**src/sv/ola_pkg.sv**
```systemverilog
// Package with the transaction types and codes of the ordered list block.
package ola_pkg;

    typedef enum logic [1:0] {
        KIND_APPEND   = 2'd0,
        KIND_REMOVE   = 2'd1,
        KIND_DUMP_FWD = 2'd2,
        KIND_DUMP_REV = 2'd3
    } kind_t;

    typedef enum logic [1:0] {
        ST_OK        = 2'd0,
        ST_EMPTY     = 2'd1,
        ST_NOT_FOUND = 2'd2,
        ST_FULL      = 2'd3
    } status_t;

    typedef struct packed {
        kind_t              kind;
        logic signed [31:0] value;
    } req_t;

    typedef struct packed {
        status_t            status;
        logic               item_valid;
        logic signed [31:0] item_value;
        logic [4:0]         entry_count;
        logic               last;
    } rsp_t;

endpackage

```
**src/sv/ola_ram.sv**
```systemverilog
// Generic single-port-write, single-port-read RAM with a registered read.
module ola_ram #(
    parameter int WIDTH = 32,
    parameter int DEPTH = 16
) (
    input  logic                             clk,
    input  logic                             wr_en,
    input  logic [$clog2(DEPTH > 1 ? DEPTH : 2)-1:0] wr_addr,
    input  logic [WIDTH-1:0]                 wr_data,
    input  logic                             rd_en,
    input  logic [$clog2(DEPTH > 1 ? DEPTH : 2)-1:0] rd_addr,
    output logic [WIDTH-1:0]                 rd_data
);

    logic [WIDTH-1:0] mem [DEPTH];

    always_ff @(posedge clk)
    begin
        if (wr_en)
        begin
            mem[wr_addr] <= wr_data;
        end
        if (rd_en)
        begin
            rd_data <= mem[rd_addr];
        end
    end

endmodule

```
**src/sv/ordered_list_append_remove.sv**
```systemverilog
// Top level of the bounded ordered list with append, first-match remove and dump.
//
//  channel | valid     | ready     | payload            | transaction
//  --------+-----------+-----------+--------------------+----------------------------------
//  request | req_valid | req_ready | req  (ola_pkg::req_t) | one operation on the list
//  result  | rsp_valid | rsp_ready | rsp  (ola_pkg::rsp_t) | one result, last marks the end
//
//  Append and every empty or full case give their result in the cycle after acceptance.
//  A remove scans the list through the one RAM read port, then reports from S_DONE.
//  A dump reads its entries one at a time through S_DREAD and S_DDATA; S_DREAD waits while a result is stalled.
//  A new request is taken while a result waits, as long as that result leaves this cycle.
//  Reset clears the entry count; the RAM contents are never read before they are written.
module ordered_list_append_remove #(
    parameter int DEPTH       = 16,
    parameter int VALUE_WIDTH = 32
) (
    input  logic          clk,
    input  logic          rst_n,
    input  logic          req_valid,
    output logic          req_ready,
    input  ola_pkg::req_t req,
    output logic          rsp_valid,
    input  logic          rsp_ready,
    output ola_pkg::rsp_t rsp
);

    import ola_pkg::*;

    localparam int AW = $clog2(DEPTH > 1 ? DEPTH : 2);
    localparam int CW = $clog2(DEPTH + 1);

    typedef enum logic [4:0] {
        S_IDLE  = 5'b00001,
        S_SCAN  = 5'b00010,
        S_DONE  = 5'b00100,
        S_DREAD = 5'b01000,
        S_DDATA = 5'b10000
    } state_t;

    state_t                 state_reg, state_next;
    logic [CW-1:0]          cnt_reg, cnt_next;
    logic [AW-1:0]          idx_reg, idx_next;
    logic                   found_reg, found_next;
    logic                   rev_reg, rev_next;
    logic [VALUE_WIDTH-1:0] key_reg, key_next;
    logic                   out_valid_reg, out_valid_next;
    rsp_t                   out_reg, out_next;

    logic                   wr_en;
    logic [AW-1:0]          wr_addr;
    logic [VALUE_WIDTH-1:0] wr_data;
    logic                   rd_en;
    logic [AW-1:0]          rd_addr;
    logic [VALUE_WIDTH-1:0] rd_data;

    logic                   out_free;
    logic                   accept;
    logic                   is_full;
    logic                   cnt_zero;
    logic [AW-1:0]          cnt_last;
    logic signed [63:0]     req_ext;
    logic signed [63:0]     item_ext;
    logic                   dump_end;

    ola_ram #(
        .WIDTH (VALUE_WIDTH),
        .DEPTH (DEPTH)
    ) u_ram (
        .clk     (clk),
        .wr_en   (wr_en),
        .wr_addr (wr_addr),
        .wr_data (wr_data),
        .rd_en   (rd_en),
        .rd_addr (rd_addr),
        .rd_data (rd_data)
    );

    assign out_free  = !out_valid_reg || rsp_ready;
    assign req_ready = (state_reg == S_IDLE) && out_free;
    assign accept    = req_valid && req_ready;
    assign is_full   = (cnt_reg == CW'(DEPTH));
    assign cnt_zero  = (cnt_reg == '0);
    assign cnt_last  = AW'(cnt_reg - 1'b1);
    assign req_ext   = 64'(req.value);
    assign item_ext  = 64'(signed'(rd_data));
    assign dump_end  = rev_reg ? (idx_reg == '0) : (idx_reg == cnt_last);

    always_comb
    begin
        state_next     = state_reg;
        cnt_next       = cnt_reg;
        idx_next       = idx_reg;
        found_next     = found_reg;
        rev_next       = rev_reg;
        key_next       = key_reg;
        out_next       = out_reg;
        out_valid_next = out_valid_reg && !rsp_ready;
        wr_en          = 1'b0;
        wr_addr        = idx_reg - 1'b1;
        wr_data        = rd_data;
        rd_en          = 1'b0;
        rd_addr        = idx_reg;

        case (state_reg)
            S_IDLE:
            begin
                if (accept)
                begin
                    out_next.item_valid = 1'b0;
                    out_next.item_value = '0;
                    out_next.last       = 1'b1;
                    out_next.status     = ST_OK;
                    out_next.entry_count = 5'(cnt_reg);
                    key_next = req_ext[VALUE_WIDTH-1:0];
                    case (req.kind)
                        KIND_APPEND:
                        begin
                            out_valid_next = 1'b1;
                            if (is_full)
                            begin
                                out_next.status = ST_FULL;
                            end
                            else
                            begin
                                wr_en    = 1'b1;
                                wr_addr  = AW'(cnt_reg);
                                wr_data  = req_ext[VALUE_WIDTH-1:0];
                                cnt_next = cnt_reg + 1'b1;
                                out_next.entry_count = 5'(cnt_reg + 1'b1);
                            end
                        end
                        KIND_REMOVE:
                        begin
                            if (cnt_zero)
                            begin
                                out_valid_next  = 1'b1;
                                out_next.status = ST_EMPTY;
                            end
                            else
                            begin
                                rd_en      = 1'b1;
                                rd_addr    = '0;
                                idx_next   = '0;
                                found_next = 1'b0;
                                state_next = S_SCAN;
                            end
                        end
                        default:
                        begin
                            if (cnt_zero)
                            begin
                                out_valid_next  = 1'b1;
                                out_next.status = ST_EMPTY;
                            end
                            else
                            begin
                                rev_next   = (req.kind == KIND_DUMP_REV);
                                idx_next   = (req.kind == KIND_DUMP_REV) ? cnt_last : '0;
                                rd_en      = 1'b1;
                                rd_addr    = (req.kind == KIND_DUMP_REV) ? cnt_last : '0;
                                state_next = S_DDATA;
                            end
                        end
                    endcase
                end
            end
            S_SCAN:
            begin
                rd_en   = (idx_reg != cnt_last);
                rd_addr = idx_reg + 1'b1;
                if (found_reg)
                begin
                    wr_en = 1'b1;
                end
                else if (rd_data == key_reg)
                begin
                    found_next = 1'b1;
                end
                if (idx_reg == cnt_last)
                begin
                    state_next = S_DONE;
                end
                else
                begin
                    idx_next = idx_reg + 1'b1;
                end
            end
            S_DONE:
            begin
                if (out_free)
                begin
                    out_valid_next      = 1'b1;
                    out_next.item_valid = 1'b0;
                    out_next.item_value = '0;
                    out_next.last       = 1'b1;
                    if (found_reg)
                    begin
                        cnt_next             = cnt_reg - 1'b1;
                        out_next.status      = ST_OK;
                        out_next.entry_count = 5'(cnt_reg - 1'b1);
                    end
                    else
                    begin
                        out_next.status      = ST_NOT_FOUND;
                        out_next.entry_count = 5'(cnt_reg);
                    end
                    state_next = S_IDLE;
                end
            end
            S_DREAD:
            begin
                if (out_free)
                begin
                    rd_en      = 1'b1;
                    state_next = S_DDATA;
                end
            end
            S_DDATA:
            begin
                out_valid_next       = 1'b1;
                out_next.status      = ST_OK;
                out_next.item_valid  = 1'b1;
                out_next.item_value  = item_ext[31:0];
                out_next.entry_count = 5'(cnt_reg);
                out_next.last        = dump_end;
                if (dump_end)
                begin
                    state_next = S_IDLE;
                end
                else
                begin
                    idx_next   = rev_reg ? (idx_reg - 1'b1) : (idx_reg + 1'b1);
                    state_next = S_DREAD;
                end
            end
            default:
            begin
                state_next = S_IDLE;
            end
        endcase
    end

    always_ff @(posedge clk or negedge rst_n)
    begin
        if (!rst_n)
        begin
            state_reg     <= S_IDLE;
            cnt_reg       <= '0;
            out_valid_reg <= 1'b0;
        end
        else
        begin
            state_reg     <= state_next;
            cnt_reg       <= cnt_next;
            out_valid_reg <= out_valid_next;
        end
    end

    always_ff @(posedge clk)
    begin
        idx_reg   <= idx_next;
        found_reg <= found_next;
        rev_reg   <= rev_next;
        key_reg   <= key_next;
        out_reg   <= out_next;
    end

    assign rsp_valid = out_valid_reg;
    assign rsp       = out_reg;

endmodule

```
**config.mk**
```make
export PLATFORM = sky130hd
export DESIGN_NAME = ordered_list_append_remove
export DESIGN_NICKNAME = d
export VERILOG_FILES = /design/src/sv/ola_pkg.sv /design/src/sv/ola_ram.sv /design/src/sv/ordered_list_append_remove.sv
export SDC_FILE = /design/constraint.sdc
export NUM_CORES = 1
export LEC_CHECK = 0
export BUFFER_PORTS_ARGS = -buffer_cell sky130_fd_sc_hd__buf_2
export CAP_MARGIN = 20
export CELL_PAD_IN_SITES_DETAIL_PLACEMENT = 2
export CELL_PAD_IN_SITES_GLOBAL_PLACEMENT = 2
export CORE_ASPECT_RATIO = 0.7
export CORE_UTILIZATION = 50
export CTS_BUF_LIST = sky130_fd_sc_hd__clkbuf_8 sky130_fd_sc_hd__clkbuf_16
export DETAILED_ROUTE_END_ITERATION = 7
export MAX_ROUTING_LAYER = met4
export PLACE_DENSITY_LB_ADDON = 0.2
export SLEW_MARGIN = 20
export SYNTH_ARGS = -nofsm -noshare
export SYNTH_HDL_FRONTEND = slang
export SYNTH_HIERARCHICAL = 1
export SYNTH_SLANG_ARGS = --single-unit
```
**constraint.sdc**
```tcl
create_clock -name clk -period 12.56 [get_ports clk]
set_input_delay 1.256 -clock clk [delete_from_list [all_inputs] [get_ports clk]]
set_output_delay 1.256 -clock clk [all_outputs]
set_load 0.01 [all_outputs]
```
==> out/results.ini <==
[cts]
cts_tree = yes
numCtsBuffers = 59
ctsHtreeMaxLevel = 2
cts_resized = 0
numClockSinks = 634
hold_buffers = 0
cts_max_path_buffers = 3
insertion_delay_ps = 640
clockRootBuffer = clkbuf_16
cts_setup_buffers = 0
clk_pin_slew_ps = 70

[finish]
n_fill_cell = 4067
syn2layout_area_growth_pct = 12.9
final_net_count = 1392
drive_gt1_share_pct = 27.9
largest_reg_flops = 512
regMostFlops = u_ram/mem
postLayoutCoreUtil_pct = 57.5

[worst_setup_path]
path_buf_inv = 2
end_kind = register
crit_required_ps = 12830
worstSetupPathType = reg -> reg
cp_data_arrival_time_ps = 5920
slowest_stage = a21oi_1
worstPathCellList = nand2b_1, nor3_4, nand3_4, clkinv_4, nand2_4, a21oi_1, nand2_1, nor2_4, buf_4
critPathMaxStageDelay_ps = 860
critPathMaxFanout = 39
cp-start-kind = register
path_delay_family = simple AND/OR/NAND/NOR gates

[drt]
drt-initial-drc-count = 1781
antenna_left = 0
avgViaCountPerCell = 6.80
wire_per_inst_um = 40.9
dr_total_vias = 14000
firstDrtPassIters = 5
drc = 0
routed_wirelength_mm = 84.4

[timing]
max_slew_margin_pct = 34.5
worst_slack_ps = 6920
setup_viol_count_final = 0
slew_violations = 0
hold_violations = 0
rsz0062_at_grt = false
fmax_mhz = 177
finalCriticalPeriod_ps = 5640
fin_skew_ps = 24.2
worst_pin_slew_ps = 974
fin_crit_sh_pct = 44.9
finalSetupTns_ps = 0

[placed_design]
dp_hpwl_mm = 45.2
pre_cts_ws_ps = 6570
gp_congestion = 0.820
io_buffers = 80

[floorplanning]
rows = 68
core-area_um2 = 49400
dieHeight_um = 190
io_pins = 81
die_x_um = 270
start_util_pct = 50.9
die-area_um2 = 51200

[synth]
synth.most_common_cell = edfxtp_1
yosysSeqAreaShare_pct = 75.5
synth.area.top_cells = edfxtp_1, mux4_2, a22oi_1, mux2_4, xnor2_1
ys_types = 60
yosysWarnings = 6
synth-async-reset-ratio_pct = 1.74
synth.net_count = 1293
syn_avg_cell_area_um2 = 20.1
syn_area_um2 = 25200
synthTopCellsByCount = edfxtp_1, mux4_2, a22oi_1
synth_cells = 1249
synth_edf_count = 623
synth-main-ff-cell = edfxtp_1
yosys.area.top_type_share_pct = 74.4
yosysTopAreaCell = edfxtp_1
ys_ff_latch = 634

[run]
maxCapViolations = 0

[global_routing]
grt_pass1_wl_mm = 118
grt_overflow = 0
grt_max_degree = 129
grt_pass1_vias = 14900
antenna_found_initial = 2
grt_usage_pct = 34.6

[status]
outcome = completed

[hold_path]
hold_path.class = in -> async

[pwr]
p_per_area_nw_per_um2 = 294
cellLeakagePower_nw = 9.36
ir_drop_mv = 0.460

placed cells by master, fill, tap and decap left out, types with 3 or more instances in the layout:
cell / netlist / routed
edfxtp_1: 623 / 623
mux4_2: 128 / 128
buf_2: 10 / 80
a22oi_1: 68 / 68
clkbuf_16: 0 / 60
nand2_1: 54 / 54
xnor2_1: 42 / 42
and3_1: 33 / 33
buf_4: 10 / 26
mux2_4: 25 / 25
inv_1: 7 / 19
nor2_1: 31 / 18
clkinv_1: 0 / 16
o21ai_0: 17 / 14
nor2_4: 0 / 13
a21oi_1: 11 / 11
nand3_1: 11 / 11
nand4_1: 10 / 10
dfrtp_1: 10 / 10
nor3_1: 13 / 9
clkinv_2: 0 / 9
nand2b_1: 8 / 8
mux2_2: 8 / 8
o22ai_1: 6 / 6
ha_1: 6 / 6
bufinv_16: 0 / 6
o211ai_1: 5 / 5
xor2_1: 5 / 5
nor4_1: 5 / 5
or3_1: 4 / 4
nand3b_1: 4 / 4
nor3_2: 1 / 4
o21ai_4: 0 / 3
a221o_1: 3 / 3
clkbuf_8: 0 / 3
through the flow:
step / power, mW / cell area [um^2] / hold slack [ps] / std cells
final: 8.34 / 28400 / 522 / 2062
after global placement: 6.11 / 26400 / 539 / 1951
after detailed placement: 6.36 / 26400 / 569 / 1951
after global routing: 8.57 / 28400 / 522 / 2062
after floorplan: 5.23 / 25200 / 491 / 1249
after CTS: 8.31 / 28400 / 513 / 2060
final cells by class:
type	instances	area, um^2	share of cell area (%)
sequential	634	19000	66.8
multi-input combinational	536	5970	21.0
clock buffer	63	1540	5.43
tap	665	832	2.93
timing repair buffer	109	663	2.33
clock inverter	46	372	1.31
inverter	8	35.0	0.123
antenna	1	2.50	0.00881
where the power goes:
group | switching [mW] | total [mW] | internal [mW]
sequential | 0.200 | 3.13 | 2.93
clock | 0.850 | 1.86 | 1.01
combinational | 2.10 | 3.36 | 1.25
worst paths after layout:
check,start,end,slack [ps],cells past startpoint
setup / recovery,state_reg[3]$_DFFE_PN0P_,u_ram/mem[15][27]$_DFFE_PP_,6920,9
hold / removal,rst_n,rsp_valid$_DFF_PN0_,520,1
setup reg to reg,state_reg[3]$_DFFE_PN0P_,u_ram/mem[15][27]$_DFFE_PP_,6920,9
hold reg to reg,cnt_reg[4]$_DFFE_PN0P_,cnt_reg[4]$_DFFE_PN0P_,600,1
max in group asynchronous,rst_n,state_reg[0]$_DFFE_PN1P_,11720,1
min in group clk,cnt_reg[4]$_DFFE_PN0P_,cnt_reg[4]$_DFFE_PN0P_,600,1
metal layers:
layer | routed length, um | up-vias | share of wire [%] | track usage (%)
met2 | 42100 | 816 | 50 | 56.5
met4 | 2470 | 0 | 2.9 | 10.1
li1 | - | 5342 | - | -
met1 | 33500 | 7715 | 40 | 45.7
met3 | 6300 | 153 | 7.5 | 4.95
met5 | 0 | - | 0 | -
cells by family (layout without fill, tap and decap cells):
logic type | count (synthesis) | after routing | share of synthesized area [%]
AND/OR/NAND/NOR | 193 | 193 | 4.07
other | 0 | 1 | 0
buffers and inverters | 79 | 226 | 1.52
AO/OA/AOI/OAI | 127 | 127 | 3.60
XOR/XNOR | 47 | 47 | 1.64
multiplexers | 163 | 163 | 13.4
flip-flops | 634 | 634 | 75.5
adder cells (fa/ha/maj) | 6 | 6 | 0.298
No activity file was read; power rests on OpenSTA's default activity.
